<file path="src/design/b64d_pkg.sv">
// Shared types, constants and the character classifier for the base64 stream decoder.
package b64d_pkg;

    localparam int COUNT_BITS_DEFAULT = 16;
    localparam int QUEUE_DEPTH        = 2;
    localparam int OUT_COUNT_W        = 16;

    localparam logic [7:0] CHAR_UPPER_A = 8'h41;
    localparam logic [7:0] CHAR_UPPER_Z = 8'h5A;
    localparam logic [7:0] CHAR_LOWER_A = 8'h61;
    localparam logic [7:0] CHAR_LOWER_Z = 8'h7A;
    localparam logic [7:0] CHAR_ZERO    = 8'h30;
    localparam logic [7:0] CHAR_NINE    = 8'h39;
    localparam logic [7:0] CHAR_PLUS    = 8'h2B;
    localparam logic [7:0] CHAR_SLASH   = 8'h2F;
    localparam logic [7:0] CHAR_PAD     = 8'h3D;
    localparam logic [7:0] CHAR_TAB     = 8'h09;
    localparam logic [7:0] CHAR_LF      = 8'h0A;
    localparam logic [7:0] CHAR_CR      = 8'h0D;
    localparam logic [7:0] CHAR_SPACE   = 8'h20;
    localparam logic [7:0] CHAR_NUL     = 8'h00;

    localparam logic [7:0] LOWER_OFFSET = 8'd26;
    localparam logic [7:0] DIGIT_OFFSET = 8'd52;
    localparam logic [5:0] SEXTET_PLUS  = 6'd62;
    localparam logic [5:0] SEXTET_SLASH = 6'd63;

    typedef enum logic [1:0] {
        KIND_DATA = 2'd0,
        KIND_END  = 2'd1,
        KIND_ERR  = 2'd2
    } kind_t;

    typedef enum logic [2:0] {
        CH_DATA,
        CH_PAD,
        CH_SKIP,
        CH_NUL,
        CH_ILLEGAL
    } char_kind_t;

    typedef struct packed {
        char_kind_t kind;
        logic [5:0] sextet;
    } char_class_t;

    // One decoded command: up to three bytes of a group, then an end or error marker.
    typedef struct packed {
        logic [23:0] word;
        logic [1:0]  nbytes;
        logic        emit_end;
        logic        emit_err;
    } cmd_t;

    localparam int CMD_W = $bits(cmd_t);

    function automatic char_class_t classify(input logic [7:0] c);
        char_class_t r;
        r.kind   = CH_ILLEGAL;
        r.sextet = 6'd0;
        case (c) inside
            [CHAR_UPPER_A:CHAR_UPPER_Z]:
            begin
                r.kind   = CH_DATA;
                r.sextet = 6'(c - CHAR_UPPER_A);
            end
            [CHAR_LOWER_A:CHAR_LOWER_Z]:
            begin
                r.kind   = CH_DATA;
                r.sextet = 6'(c - CHAR_LOWER_A + LOWER_OFFSET);
            end
            [CHAR_ZERO:CHAR_NINE]:
            begin
                r.kind   = CH_DATA;
                r.sextet = 6'(c - CHAR_ZERO + DIGIT_OFFSET);
            end
            CHAR_PLUS:
            begin
                r.kind   = CH_DATA;
                r.sextet = SEXTET_PLUS;
            end
            CHAR_SLASH:
            begin
                r.kind   = CH_DATA;
                r.sextet = SEXTET_SLASH;
            end
            CHAR_PAD:
            begin
                r.kind = CH_PAD;
            end
            CHAR_TAB, CHAR_LF, CHAR_CR, CHAR_SPACE:
            begin
                r.kind = CH_SKIP;
            end
            CHAR_NUL:
            begin
                r.kind = CH_NUL;
            end
            default:
            begin
                r.kind = CH_ILLEGAL;
            end
        endcase
        return r;
    endfunction

endpackage

</file>
<file path="src/design/b64d_front.sv">
// Front end: classifies characters, assembles groups and tracks the message byte count.
module b64d_front import b64d_pkg::*; #(
    parameter int COUNT_BITS = COUNT_BITS_DEFAULT
) (
    input  logic                  clk,
    input  logic                  rst_n,
    input  logic                  accept,
    input  logic [7:0]            text_char,
    input  logic                  end_of_text,
    output logic                  q_push,
    output cmd_t                  cmd,
    output logic [COUNT_BITS-1:0] cmd_base
);

    logic [17:0]           hold_reg, hold_next;
    logic [1:0]            pos_reg, pos_next;
    logic [1:0]            pad_reg, pad_next;
    logic [COUNT_BITS-1:0] total_reg, total_next;
    logic                  err_reg, err_next;

    char_class_t           cls;
    logic                  end_evt;
    logic [5:0]            sx;
    logic [1:0]            pad_upd;
    logic [1:0]            grp_nb;
    logic [COUNT_BITS:0]   total_sum;
    logic [COUNT_BITS-1:0] total_sat;

    assign cls     = classify(text_char);
    assign end_evt = end_of_text || (cls.kind == CH_NUL);
    assign sx      = (cls.kind == CH_DATA) ? cls.sextet : 6'd0;
    assign pad_upd = ((cls.kind == CH_PAD) && (pad_reg != 2'd3)) ? pad_reg + 2'd1 : pad_reg;
    assign grp_nb  = 2'd3 - pad_upd;

    // The carry out of the add means the count went past its all-ones limit.
    assign total_sum = {1'b0, total_reg} + (COUNT_BITS + 1)'(grp_nb);
    assign total_sat = total_sum[COUNT_BITS] ? {COUNT_BITS{1'b1}} : total_sum[COUNT_BITS-1:0];

    assign cmd_base = total_reg;

    always_comb
    begin
        hold_next  = hold_reg;
        pos_next   = pos_reg;
        pad_next   = pad_reg;
        total_next = total_reg;
        err_next   = err_reg;
        cmd        = '0;
        q_push     = 1'b0;
        if (accept)
        begin
            if (err_reg)
            begin
                if (end_evt)
                begin
                    hold_next  = '0;
                    pos_next   = '0;
                    pad_next   = '0;
                    total_next = '0;
                    err_next   = 1'b0;
                end
            end
            else if (cls.kind == CH_ILLEGAL)
            begin
                cmd.emit_err = 1'b1;
                q_push       = 1'b1;
                if (end_of_text)
                begin
                    hold_next  = '0;
                    pos_next   = '0;
                    pad_next   = '0;
                    total_next = '0;
                end
                else
                begin
                    err_next = 1'b1;
                end
            end
            else
            begin
                if ((cls.kind == CH_DATA) || (cls.kind == CH_PAD))
                begin
                    if (pos_reg != 2'd3)
                    begin
                        hold_next = {hold_reg[11:0], sx};
                        pos_next  = pos_reg + 2'd1;
                        pad_next  = pad_upd;
                    end
                    else
                    begin
                        cmd.word   = {hold_reg, sx};
                        cmd.nbytes = grp_nb;
                        total_next = total_sat;
                        hold_next  = '0;
                        pos_next   = '0;
                        pad_next   = '0;
                    end
                end
                if (end_evt)
                begin
                    cmd.emit_end = 1'b1;
                    hold_next    = '0;
                    pos_next     = '0;
                    pad_next     = '0;
                    total_next   = '0;
                end
                q_push = (cmd.nbytes != 2'd0) || cmd.emit_end;
            end
        end
    end

    always_ff @(posedge clk or negedge rst_n)
    begin
        if (!rst_n)
        begin
            hold_reg  <= '0;
            pos_reg   <= '0;
            pad_reg   <= '0;
            total_reg <= '0;
            err_reg   <= 1'b0;
        end
        else
        begin
            hold_reg  <= hold_next;
            pos_reg   <= pos_next;
            pad_reg   <= pad_next;
            total_reg <= total_next;
            err_reg   <= err_next;
        end
    end

endmodule

</file>
<file path="src/design/b64d_queue.sv">
// Small register queue that decouples the front end from the result sequencer.
module b64d_queue import b64d_pkg::*; #(
    parameter int WIDTH = CMD_W,
    parameter int DEPTH = QUEUE_DEPTH
) (
    input  logic             clk,
    input  logic             rst_n,
    input  logic             push,
    input  logic [WIDTH-1:0] wr_data,
    output logic             full,
    input  logic             pop,
    output logic             valid,
    output logic [WIDTH-1:0] rd_data
);

    localparam int AW = $clog2(DEPTH);
    localparam int CW = $clog2(DEPTH + 1);
    localparam logic [AW-1:0] LAST_PTR = AW'(DEPTH - 1);
    localparam logic [CW-1:0] FULL_CNT = CW'(DEPTH);

    logic [WIDTH-1:0] mem_reg [DEPTH];
    logic [AW-1:0]    wr_ptr_reg, wr_ptr_next;
    logic [AW-1:0]    rd_ptr_reg, rd_ptr_next;
    logic [CW-1:0]    cnt_reg, cnt_next;
    logic             do_push, do_pop;

    assign full    = (cnt_reg == FULL_CNT);
    assign valid   = (cnt_reg != '0);
    assign rd_data = mem_reg[rd_ptr_reg];
    assign do_push = push && !full;
    assign do_pop  = pop && valid;

    always_comb
    begin
        wr_ptr_next = wr_ptr_reg;
        rd_ptr_next = rd_ptr_reg;
        cnt_next    = cnt_reg;
        if (do_push)
        begin
            wr_ptr_next = (wr_ptr_reg == LAST_PTR) ? '0 : wr_ptr_reg + AW'(1);
        end
        if (do_pop)
        begin
            rd_ptr_next = (rd_ptr_reg == LAST_PTR) ? '0 : rd_ptr_reg + AW'(1);
        end
        if (do_push && !do_pop)
        begin
            cnt_next = cnt_reg + CW'(1);
        end
        else if (do_pop && !do_push)
        begin
            cnt_next = cnt_reg - CW'(1);
        end
    end

    always_ff @(posedge clk or negedge rst_n)
    begin
        if (!rst_n)
        begin
            wr_ptr_reg <= '0;
            rd_ptr_reg <= '0;
            cnt_reg    <= '0;
        end
        else
        begin
            wr_ptr_reg <= wr_ptr_next;
            rd_ptr_reg <= rd_ptr_next;
            cnt_reg    <= cnt_next;
        end
    end

    always_ff @(posedge clk)
    begin
        if (do_push)
        begin
            mem_reg[wr_ptr_reg] <= wr_data;
        end
    end

endmodule

</file>
<file path="src/design/b64d_back.sv">
// Back end: issues each queued command's bytes and marker, one result per cycle unless held.
module b64d_back import b64d_pkg::*; #(
    parameter int COUNT_BITS = COUNT_BITS_DEFAULT
) (
    input  logic                   clk,
    input  logic                   rst_n,
    input  logic                   q_valid,
    input  cmd_t                   cmd,
    input  logic [COUNT_BITS-1:0]  cmd_base,
    output logic                   q_pop,
    output logic [7:0]             out_byte,
    output logic [1:0]             out_kind,
    output logic [OUT_COUNT_W-1:0] decoded_count,
    output logic                   run_last,
    output logic                   empty,
    input  logic                   pop
);

    logic [1:0]             idx_reg, idx_next;
    logic                   out_valid_reg, out_valid_next;
    logic [7:0]             byte_reg;
    logic [1:0]             kind_reg;
    logic [OUT_COUNT_W-1:0] count_reg;
    logic                   last_reg;

    logic                   produce;
    logic                   is_data;
    logic [1:0]             cnt_off;
    logic [COUNT_BITS:0]    cnt_sum;
    logic [COUNT_BITS-1:0]  cnt_sat;
    logic [7:0]             res_byte;
    kind_t                  res_kind;
    logic                   res_last;

    assign produce = q_valid && (!out_valid_reg || pop);
    assign is_data = (idx_reg < cmd.nbytes);

    // A data byte counts itself; the end marker carries the count after all bytes.
    assign cnt_off = is_data ? idx_reg + 2'd1 : idx_reg;
    assign cnt_sum = {1'b0, cmd_base} + (COUNT_BITS + 1)'(cnt_off);
    assign cnt_sat = cnt_sum[COUNT_BITS] ? {COUNT_BITS{1'b1}} : cnt_sum[COUNT_BITS-1:0];

    always_comb
    begin
        res_byte = 8'd0;
        res_kind = KIND_DATA;
        res_last = 1'b1;
        if (is_data)
        begin
            case (idx_reg)
                2'd0:    res_byte = cmd.word[23:16];
                2'd1:    res_byte = cmd.word[15:8];
                default: res_byte = cmd.word[7:0];
            endcase
            res_last = (idx_reg == (cmd.nbytes - 2'd1)) && !cmd.emit_end && !cmd.emit_err;
        end
        else if (cmd.emit_err)
        begin
            res_kind = KIND_ERR;
        end
        else
        begin
            res_kind = KIND_END;
        end
    end

    assign q_pop = produce && res_last;

    always_comb
    begin
        idx_next       = idx_reg;
        out_valid_next = out_valid_reg;
        if (produce)
        begin
            out_valid_next = 1'b1;
            idx_next       = res_last ? 2'd0 : idx_reg + 2'd1;
        end
        else if (pop)
        begin
            out_valid_next = 1'b0;
        end
    end

    always_ff @(posedge clk or negedge rst_n)
    begin
        if (!rst_n)
        begin
            idx_reg       <= '0;
            out_valid_reg <= 1'b0;
        end
        else
        begin
            idx_reg       <= idx_next;
            out_valid_reg <= out_valid_next;
        end
    end

    always_ff @(posedge clk)
    begin
        if (produce)
        begin
            byte_reg  <= res_byte;
            kind_reg  <= res_kind;
            count_reg <= OUT_COUNT_W'(cnt_sat);
            last_reg  <= res_last;
        end
    end

    assign out_byte      = byte_reg;
    assign out_kind      = kind_reg;
    assign decoded_count = count_reg;
    assign run_last      = last_reg;
    assign empty         = !out_valid_reg;

endmodule

</file>
<file path="src/design/base64_stream_decoder_core.sv">
// A character's results pass through the command queue, then the output register.
// Throughput: one character per cycle is taken while the two-entry command queue has room.
// Results leave at one per cycle while taken; a group's bytes leave one after another.
// The front end can run ahead of the back end by the queue depth plus the output register.
// Reset clears group state, byte count, error flag, queue pointers and output valid flag.
module base64_stream_decoder_core import b64d_pkg::*; #(
    parameter int COUNT_BITS = COUNT_BITS_DEFAULT
) (
    input  logic                   clk,
    input  logic                   rst_n,
    input  logic [7:0]             text_char,
    input  logic                   end_of_text,
    input  logic                   push,
    output logic                   full,
    output logic [7:0]             out_byte,
    output logic [1:0]             out_kind,
    output logic [OUT_COUNT_W-1:0] decoded_count,
    output logic                   run_last,
    output logic                   empty,
    input  logic                   pop
);

    localparam int QW = CMD_W + COUNT_BITS;

    logic                  accept;
    logic                  f_push;
    cmd_t                  f_cmd;
    logic [COUNT_BITS-1:0] f_base;
    logic                  q_full;
    logic                  q_valid;
    logic                  q_pop;
    logic [QW-1:0]         q_rd;
    cmd_t                  b_cmd;
    logic [COUNT_BITS-1:0] b_base;

    assign full   = q_full;
    assign accept = push && !q_full;
    assign b_cmd  = cmd_t'(q_rd[QW-1:COUNT_BITS]);
    assign b_base = q_rd[COUNT_BITS-1:0];

    b64d_front #(
        .COUNT_BITS (COUNT_BITS)
    ) u_front (
        .clk         (clk),
        .rst_n       (rst_n),
        .accept      (accept),
        .text_char   (text_char),
        .end_of_text (end_of_text),
        .q_push      (f_push),
        .cmd         (f_cmd),
        .cmd_base    (f_base)
    );

    b64d_queue #(
        .WIDTH (QW),
        .DEPTH (QUEUE_DEPTH)
    ) u_queue (
        .clk     (clk),
        .rst_n   (rst_n),
        .push    (f_push),
        .wr_data ({f_cmd, f_base}),
        .full    (q_full),
        .pop     (q_pop),
        .valid   (q_valid),
        .rd_data (q_rd)
    );

    b64d_back #(
        .COUNT_BITS (COUNT_BITS)
    ) u_back (
        .clk           (clk),
        .rst_n         (rst_n),
        .q_valid       (q_valid),
        .cmd           (b_cmd),
        .cmd_base      (b_base),
        .q_pop         (q_pop),
        .out_byte      (out_byte),
        .out_kind      (out_kind),
        .decoded_count (decoded_count),
        .run_last      (run_last),
        .empty         (empty),
        .pop           (pop)
    );

endmodule

</file>
<file path="config.mk">
export PLATFORM = sky130hd
export DESIGN_NAME = base64_stream_decoder_core
export DESIGN_NICKNAME = d
export VERILOG_FILES = /design/src/design/b64d_pkg.sv /design/src/design/b64d_front.sv /design/src/design/b64d_queue.sv /design/src/design/b64d_back.sv /design/src/design/base64_stream_decoder_core.sv
export SDC_FILE = /design/constraint.sdc
export NUM_CORES = 1
export LEC_CHECK = 0
export BUFFER_PORTS_ARGS = -buffer_cell sky130_fd_sc_hd__buf_2
export CAP_MARGIN = 20
export CORE_UTILIZATION = 40
export CTS_CLUSTER_SIZE = 10
export DETAILED_ROUTE_END_ITERATION = 10
export HOLD_SLACK_MARGIN = 0.1
export SLEW_MARGIN = 20
export SYNTH_ARGS = -nofsm -noshare
export SYNTH_HDL_FRONTEND = slang
export SYNTH_SLANG_ARGS = --single-unit
export TNS_END_PERCENT = 20
</file>
<file path="constraint.sdc">
create_clock -name clk -period 12.4 [get_ports clk]
set_input_delay 0.62 -clock clk [delete_from_list [all_inputs] [get_ports clk]]
set_output_delay 0.62 -clock clk [all_outputs]
set_load 0.005 [all_outputs]
</file>
==> impl_metrics.csv, run 1 <==
group,metric,value,unit
run_status,status,"finished clean",
detailed_routing,route.layer.met1.wl,7720,um
detailed_routing,vias,5302,
clock_network,cts_tree,"done",
yosys,synth-seq-area-share,58.5,%
yosys,synth_mux_area_share,2.42,%
global_route,grt_antenna_before_repair,0,
sta,fmax,0.209,GHz
detailed_routing,vias_per_cell,5.53,
yosys,synth_xor_area_share,2.51,%
sta,finalSetupViolCount,0,
global_route,grt_pass1_vias,4999,
critical_path,critPathLaunchType,"flop",
detailed_routing,wirelength,15500,um
yosys,synth_top_family_by_area,"compound AO/OA/AOI/OAI gates",
sta,rsz0062_at_grt,"no",
die,io-pin-count,42,
yosys,syn-cell-area,7870,sq um
sta,fin_crit_sh,38.5,%
clock_network,clock_sinks,161,
final_layout,largest_reg_flops,88,
clock_network,cts.clk_slew.worst_paths,0.06,ns
clock_network,clk_root_buffer_cell,"clkbuf_16",
sta,period_minus_slack,4.77,ns
clock_network,cts_buffer_depth,2,
sta,slew_viol_final,0,
global_route,grt_pass1_wl,25500,um
clock_network,cts_setup_buffers,0,
die,core_area,19000,sq um
yosys,avgSynthCellArea,12.0,sq um
clock_network,cts-resized-gates,0,
global_route,gr-total-overflow,0,
final_layout,areaGrowthSynthToFinish,12.2,%
final_layout,nNetsFinal,719,
clock_network,clk_latency,0.41,ns
die,num_rows,50,
final_layout,fin_util,46.4,%
placement,gp_congestion,0.796,
sta,skew,0.0123,ns
placement,port-buffer-count,41,
yosys,ys.flop_type,"edfxtp_1",
sta,final.setup.worst_slack,7.63,ns
yosys,netlist_instances,654,
critical_path,crit_arrival,4.92,ns
yosys,yosys.cell_types.count,80,
critical_path,cp.required,12.55,ns
critical_path,r2r_slack,7.63,ns
global_route,grt_use_total,16.2,%
yosys,synth_nets,688,
detailed_routing,drt_pass1_iterations,5,
final_layout,final_layout_size_suffix_gt1_share,15.5,%
placement,place_hpwl,10800,um
die,die_w,142,um
final_layout,antennaDiodeCount,0,
sta,hold_viol_final,0,
pwr,p_leak,3.42,nW
sta,max_slew_margin,30.0,%
min_path,hp-class,"in2async",
yosys,yosys_warnings,0,
die,start_util,41.4,%
detailed_routing,drtIter0Drc,356,
yosys,synthArstFlopShare,28.6,%
detailed_routing,ant_nets,0,
critical_path,cp-end-kind,"flop",
placement,place_ws,7.65,ns
die,die_area,20200,sq um
yosys,synth-simple-area-share,14.5,%
pwr,max-vdd-ir-drop,102,uV
global_route,grt_start_max_net_pins,55,
detailed_routing,top_layer_used,"met4",
pwr,pwr_density_cell,200,nW/um^2
yosys,ys_ff_latch,161,
clock_network,hold_buffers,0,
sta,tightest_slew,1.05,ns
critical_path,crit_path_max_fanout,54,
detailed_routing,route.met3.wl,699,um
detailed_routing,wl_met2,6930,um
yosys,synthAdderAreaFrac,3.43,%
die,die_h,142,um
yosys,synth_compound_area_share,15.7,%
critical_path,critical_path_class,"reg2reg",
sta,holdWs,0.290,ns
sta,finalSetupTns,0,ns
detailed_routing,drc,0,
yosys,synth-edff-count,115,
clock_network,cts_max_level,4,
detailed_routing,wl_per_cell,16.2,um
run,cap_violations,0,
clock_network,cts_buffers,17,
[cell type report]
cell class,count,area (sq um)
clock inverter,10,88.8
fill,1720,10200
inverter,19,71.3
tap,260,325
sequential,161,4610
clock buffer,22,454
timing repair buffer,45,235
multi-input combinational,441,3050
[final timing paths]
check	cells after the start	end	startpoint
worst min register to register	2	u_front.pos_reg[1]$_DFFE_PN0P_	u_front.pos_reg[1]$_DFFE_PN0P_
worst max-delay path	13	u_back.decoded_count[14]$_SDFFCE_PP1P_	u_queue.rd_ptr_reg$_DFFE_PN0P_
min in group clk	2	u_front.err_reg$_DFFE_PN0P_	end_of_text
worst max register to register	13	u_back.decoded_count[14]$_SDFFCE_PP1P_	u_queue.rd_ptr_reg$_DFFE_PN0P_
max in group asynchronous	2	u_queue.rd_ptr_reg$_DFFE_PN0P_	rst_n
worst min-delay path	2	u_front.hold_reg[8]$_DFFE_PN0P_	rst_n
[placed cells by master, fill, tap and decap left out, types with 6 or more instances in the layout]
master / n
o21ai_0: 33
clkbuf_16: 17
a211oi_1: 11
edfxtp_1: 115
buf_2: 41
nand2b_1: 12
ha_1: 20
a311oi_1: 8
mux2_2: 6
inv_1: 18
a21oi_1: 29
and3_1: 23
dfrtp_1: 45
xor2_1: 9
a22o_1: 22
and2_1: 6
nor3_1: 15
a22oi_1: 9
mux2i_1: 10
nor2b_1: 9
xnor2_1: 11
o21ai_1: 7
nand2_1: 52
nand3_1: 24
nor2_1: 39
[cells by family (layout without fill, tap and decap cells)]
family,Yosys count,after routing
fa+ha+maj,21,21
mux,17,17
simple gates,214,214
buf+inv,52,96
flops,161,161
compound gates,168,168
xor+xnor,21,21
[metal layers]
layer	track usage, %	up-vias
met5	0	-
met4	5.15	0
met3	3.33	7
met2	24.6	134
met1	23.1	2612
li1	-	2549
[where the power goes]
part | switching (mW) | leakage, nW | internal [mW]
Clock | 0.194 | 0.256 | 0.280
Combinational | 0.289 | 1.43 | 0.204
Sequential | 0.0701 | 1.73 | 0.732
[through the flow]
step | power [mW] | cell area (sq um) | std cells
after floorplan | 1.16 | 7870 | 654
after global placement | 1.29 | 8280 | 926
after detailed placement | 1.31 | 8290 | 926
after CTS | 1.78 | 8830 | 958
after global routing | 1.87 | 8830 | 958
final | 1.77 | 8830 | 958
[worst max-delay path, stage by stage (launching register included)]
cell	delay, ns
dfrtp_2	1.04
mux2i_1	0.37
ha_1	0.31
a21oi_1	0.34
xnor2_1	0.17
ha_1	0.19
inv_1	0.05
fa_1	0.40
a21oi_1	0.21
nor3b_1	0.36
nand2_1	0.16
or3_1	0.47
nor2_1	0.14
mux4_2	0.30
[synth_stat cells (all sizes together) (16+ instances only)]
cell type,count,area [sq um]
edfxtp,115,3450
nand2,52,195
dfrtp,46,1150
o21ai,41,209
nor2,39,146
a21oi,30,154
nand3,24,120
and3,23,144
a22o,22,193
ha,20,250
inv,19,71.3
nor3,18,111
clkbuf,17,63.8
buf,16,92.6
No activity file was read; power rests on OpenSTA's default activity.
==> run 2, diff against run 1 <==
Clock period 12.4 ns to 4.1 ns, I/O delays scaled along.
==> run 2 against run 1 <==
First-iteration DRC count up 12%. Sequential power rose to 2.9 times the previous value. Fmax up 24%. Global-route usage up 0.14 points. Clock skew down 0.0031 ns. Critical path depth unchanged. Via count down 1.3%. Largest power group unchanged. Highest routed layer unchanged.
==> impl_metrics.csv, run 2 (synthesis gave the netlist of run 1 again) <==
group,metric,value,unit
die,die_area,20200,sq um
clock_network,cts_buffers,17,
critical_path,critical_path_class,"reg2reg",
die,die_w,142,um
min_path,hp-class,"in2reg",
critical_path,crit_arrival,4.02,ns
clock_network,cts_tree,"done",
critical_path,r2r-start,"u_queue.rd_ptr_reg$_DFFE_PN0P_",
clock_network,clk_root_buffer_cell,"clkbuf_16",
detailed_routing,route.layer.met1.wl,7910,um
critical_path,cp-end-kind,"flop",
global_route,grt_use_total,16.3,%
detailed_routing,wl_met2,6750,um
detailed_routing,wirelength,15500,um
detailed_routing,drt_pass1_iterations,5,
detailed_routing,wl_per_cell,16.0,um
critical_path,cp.required,4.26,ns
detailed_routing,ant_nets,0,
global_route,grt_start_max_net_pins,47,
critical_path,crit_start,"u_queue.rd_ptr_reg$_DFFE_PN0P_",
detailed_routing,route.met3.wl,572,um
placement,port-buffer-count,41,
clock_network,clock_sinks,161,
detailed_routing,drc,0,
global_route,grt_pass1_wl,25700,um
sta,tightest_slew,0.936,ns
final_layout,final_layout_size_suffix_gt1_share,16.2,%
detailed_routing,drtIter0Drc,398,
sta,finalSetupViolCount,0,
sta,hold_viol_final,0,
sta,rsz0062_at_grt,"no",
clock_network,cts_setup_buffers,0,
final_layout,largest_reg_flops,88,
global_route,grt_pass1_vias,5020,
clock_network,cts.clk_slew.worst_paths,0.06,ns
detailed_routing,vias,5235,
sta,holdWs,0.325,ns
die,num_rows,50,
sta,max_slew_margin,37.4,%
final_layout,antennaDiodeCount,0,
critical_path,crit_path_max_fanout,5,
clock_network,cts_max_level,4,
final_layout,areaGrowthSynthToFinish,14.2,%
detailed_routing,vias_per_cell,5.40,
final_layout,layout_commonest_cell,"edfxtp_1",
placement,place_hpwl,10800,um
final_layout,nNetsFinal,730,
placement,dpl.cell_count,934,
run_status,status,"finished clean",
sta,skew,0.00921,ns
die,core_area,19000,sq um
die,die_h,142,um
sta,fin_crit_sh,94.0,%
final_layout,layout_common_cells,"115 x edfxtp_1, 52 x nand2_1, 45 x dfrtp_1",
clock_network,clk_latency,0.42,ns
pwr,max-vdd-ir-drop,374,uV
pwr,p_leak,3.50,nW
global_route,grt_antenna_before_repair,0,
final_layout,final-instance-count-excl-fill,969,
critical_path,critPathLaunchType,"flop",
placement,gp_congestion,0.844,
global_route,gr-total-overflow,0,
sta,fmax,0.259,GHz
die,start_util,41.4,%
sta,period_minus_slack,3.86,ns
clock_network,cts_buffer_depth,2,
pwr,pwr_density_cell,613,nW/um^2
sta,slew_viol_final,0,
min_path,worstHoldStart,"text_char[2]",
die,io-pin-count,42,
detailed_routing,top_layer_used,"met4",
run,cap_violations,0,
sta,finalSetupTns,0,ns
==> run 2: cell count changes in the layout (fill, tap and decap cells not counted) <==
cell / before / now
clkinv_1: 0 / 5
nor3b_2: 1 / 2
clkinv_2: 4 / 2
clkbuf_8: 1 / 0
clkbuf_1: 4 / 2
buf_12: 0 / 2
dlygate4sd3_1: 0 / 3
nor3b_1: 2 / 1
nand2b_1: 12 / 11
clkinvlp_4: 4 / 1
buf_4: 4 / 10
nand2b_2: 0 / 1
clkinv_4: 1 / 2
bufinv_16: 1 / 3
==> run 2: final timing paths <==
kind,end,slack (ns),depth (start not counted)
max in group asynchronous,u_queue.rd_ptr_reg$_DFFE_PN0P_,3.21,3
setup reg to reg,u_back.decoded_count[14]$_SDFFCE_PP1P_,0.24,13
hold / removal,u_front.hold_reg[2]$_DFFE_PN0P_,0.33,4
min in group asynchronous,u_front.hold_reg[10]$_DFFE_PN0P_,0.41,3
hold reg to reg,u_front.pos_reg[1]$_DFFE_PN0P_,0.49,2
setup / recovery,u_back.decoded_count[14]$_SDFFCE_PP1P_,0.24,13
==> run 2: critical path: stages, from the launching register on <==
cell and delay, ns:
dfrtp_2 0.40, mux2i_1 0.30, ha_1 0.30, a21oi_1 0.28
xnor2_1 0.17, ha_1 0.18, inv_1 0.05, fa_1 0.39
a21oi_1 0.21, nor3b_2 0.27, nand2_1 0.15, or3_1 0.47
nor2_1 0.15, mux4_2 0.29
==> run 2: final cells by class <==
cell class                      instances  area [sq um]
Fill cell                            1701         10000
Sequential cell                       161          4610
Multi-Input combinational cell        441          3060
Clock buffer                           19           433
Timing Repair Buffer                   56           350
Tap cell                              260           325
Clock inverter                         13           144
Inverter                               19          71.3
==> run 2: report_power, final <==
part	leakage, nW	internal, mW	switching, mW	total [mW]
registers	1.73	2.21	0.134	2.35
clock network	0.278	0.945	0.597	1.54
logic	1.49	0.667	0.955	1.62
==> run 2: per-layer routing <==
metal  vias to the layer above  global-route usage [%]
li1                       2580                       -
met1                      2505                    23.8
met2                       133                    24.2
met3                        17                    2.32
met4                         0                    6.96
met5                         -                       0
==> run 2: timing repair <==
item                                    in CTS  in global routing
endpoints found under the hold margin       48                  0
resized for setup                            0                  2
endpoints found under the setup margin       0                 14
hold buffers                                 3                  0
==> run 2: metrics by stage <==
stage                     utilization, %  worst slack (ns)  total power [mW]  cell area (sq um)
after floorplan                        -             0.104              3.50               7870
after global placement              44.0             0.313              3.96               8370
after detailed placement            44.0             0.142              4.01               8370
after CTS                           47.2             0.135              5.56               8980
after global routing                47.3            0.0295              5.85               8990
final                               47.3             0.244              5.51               8990
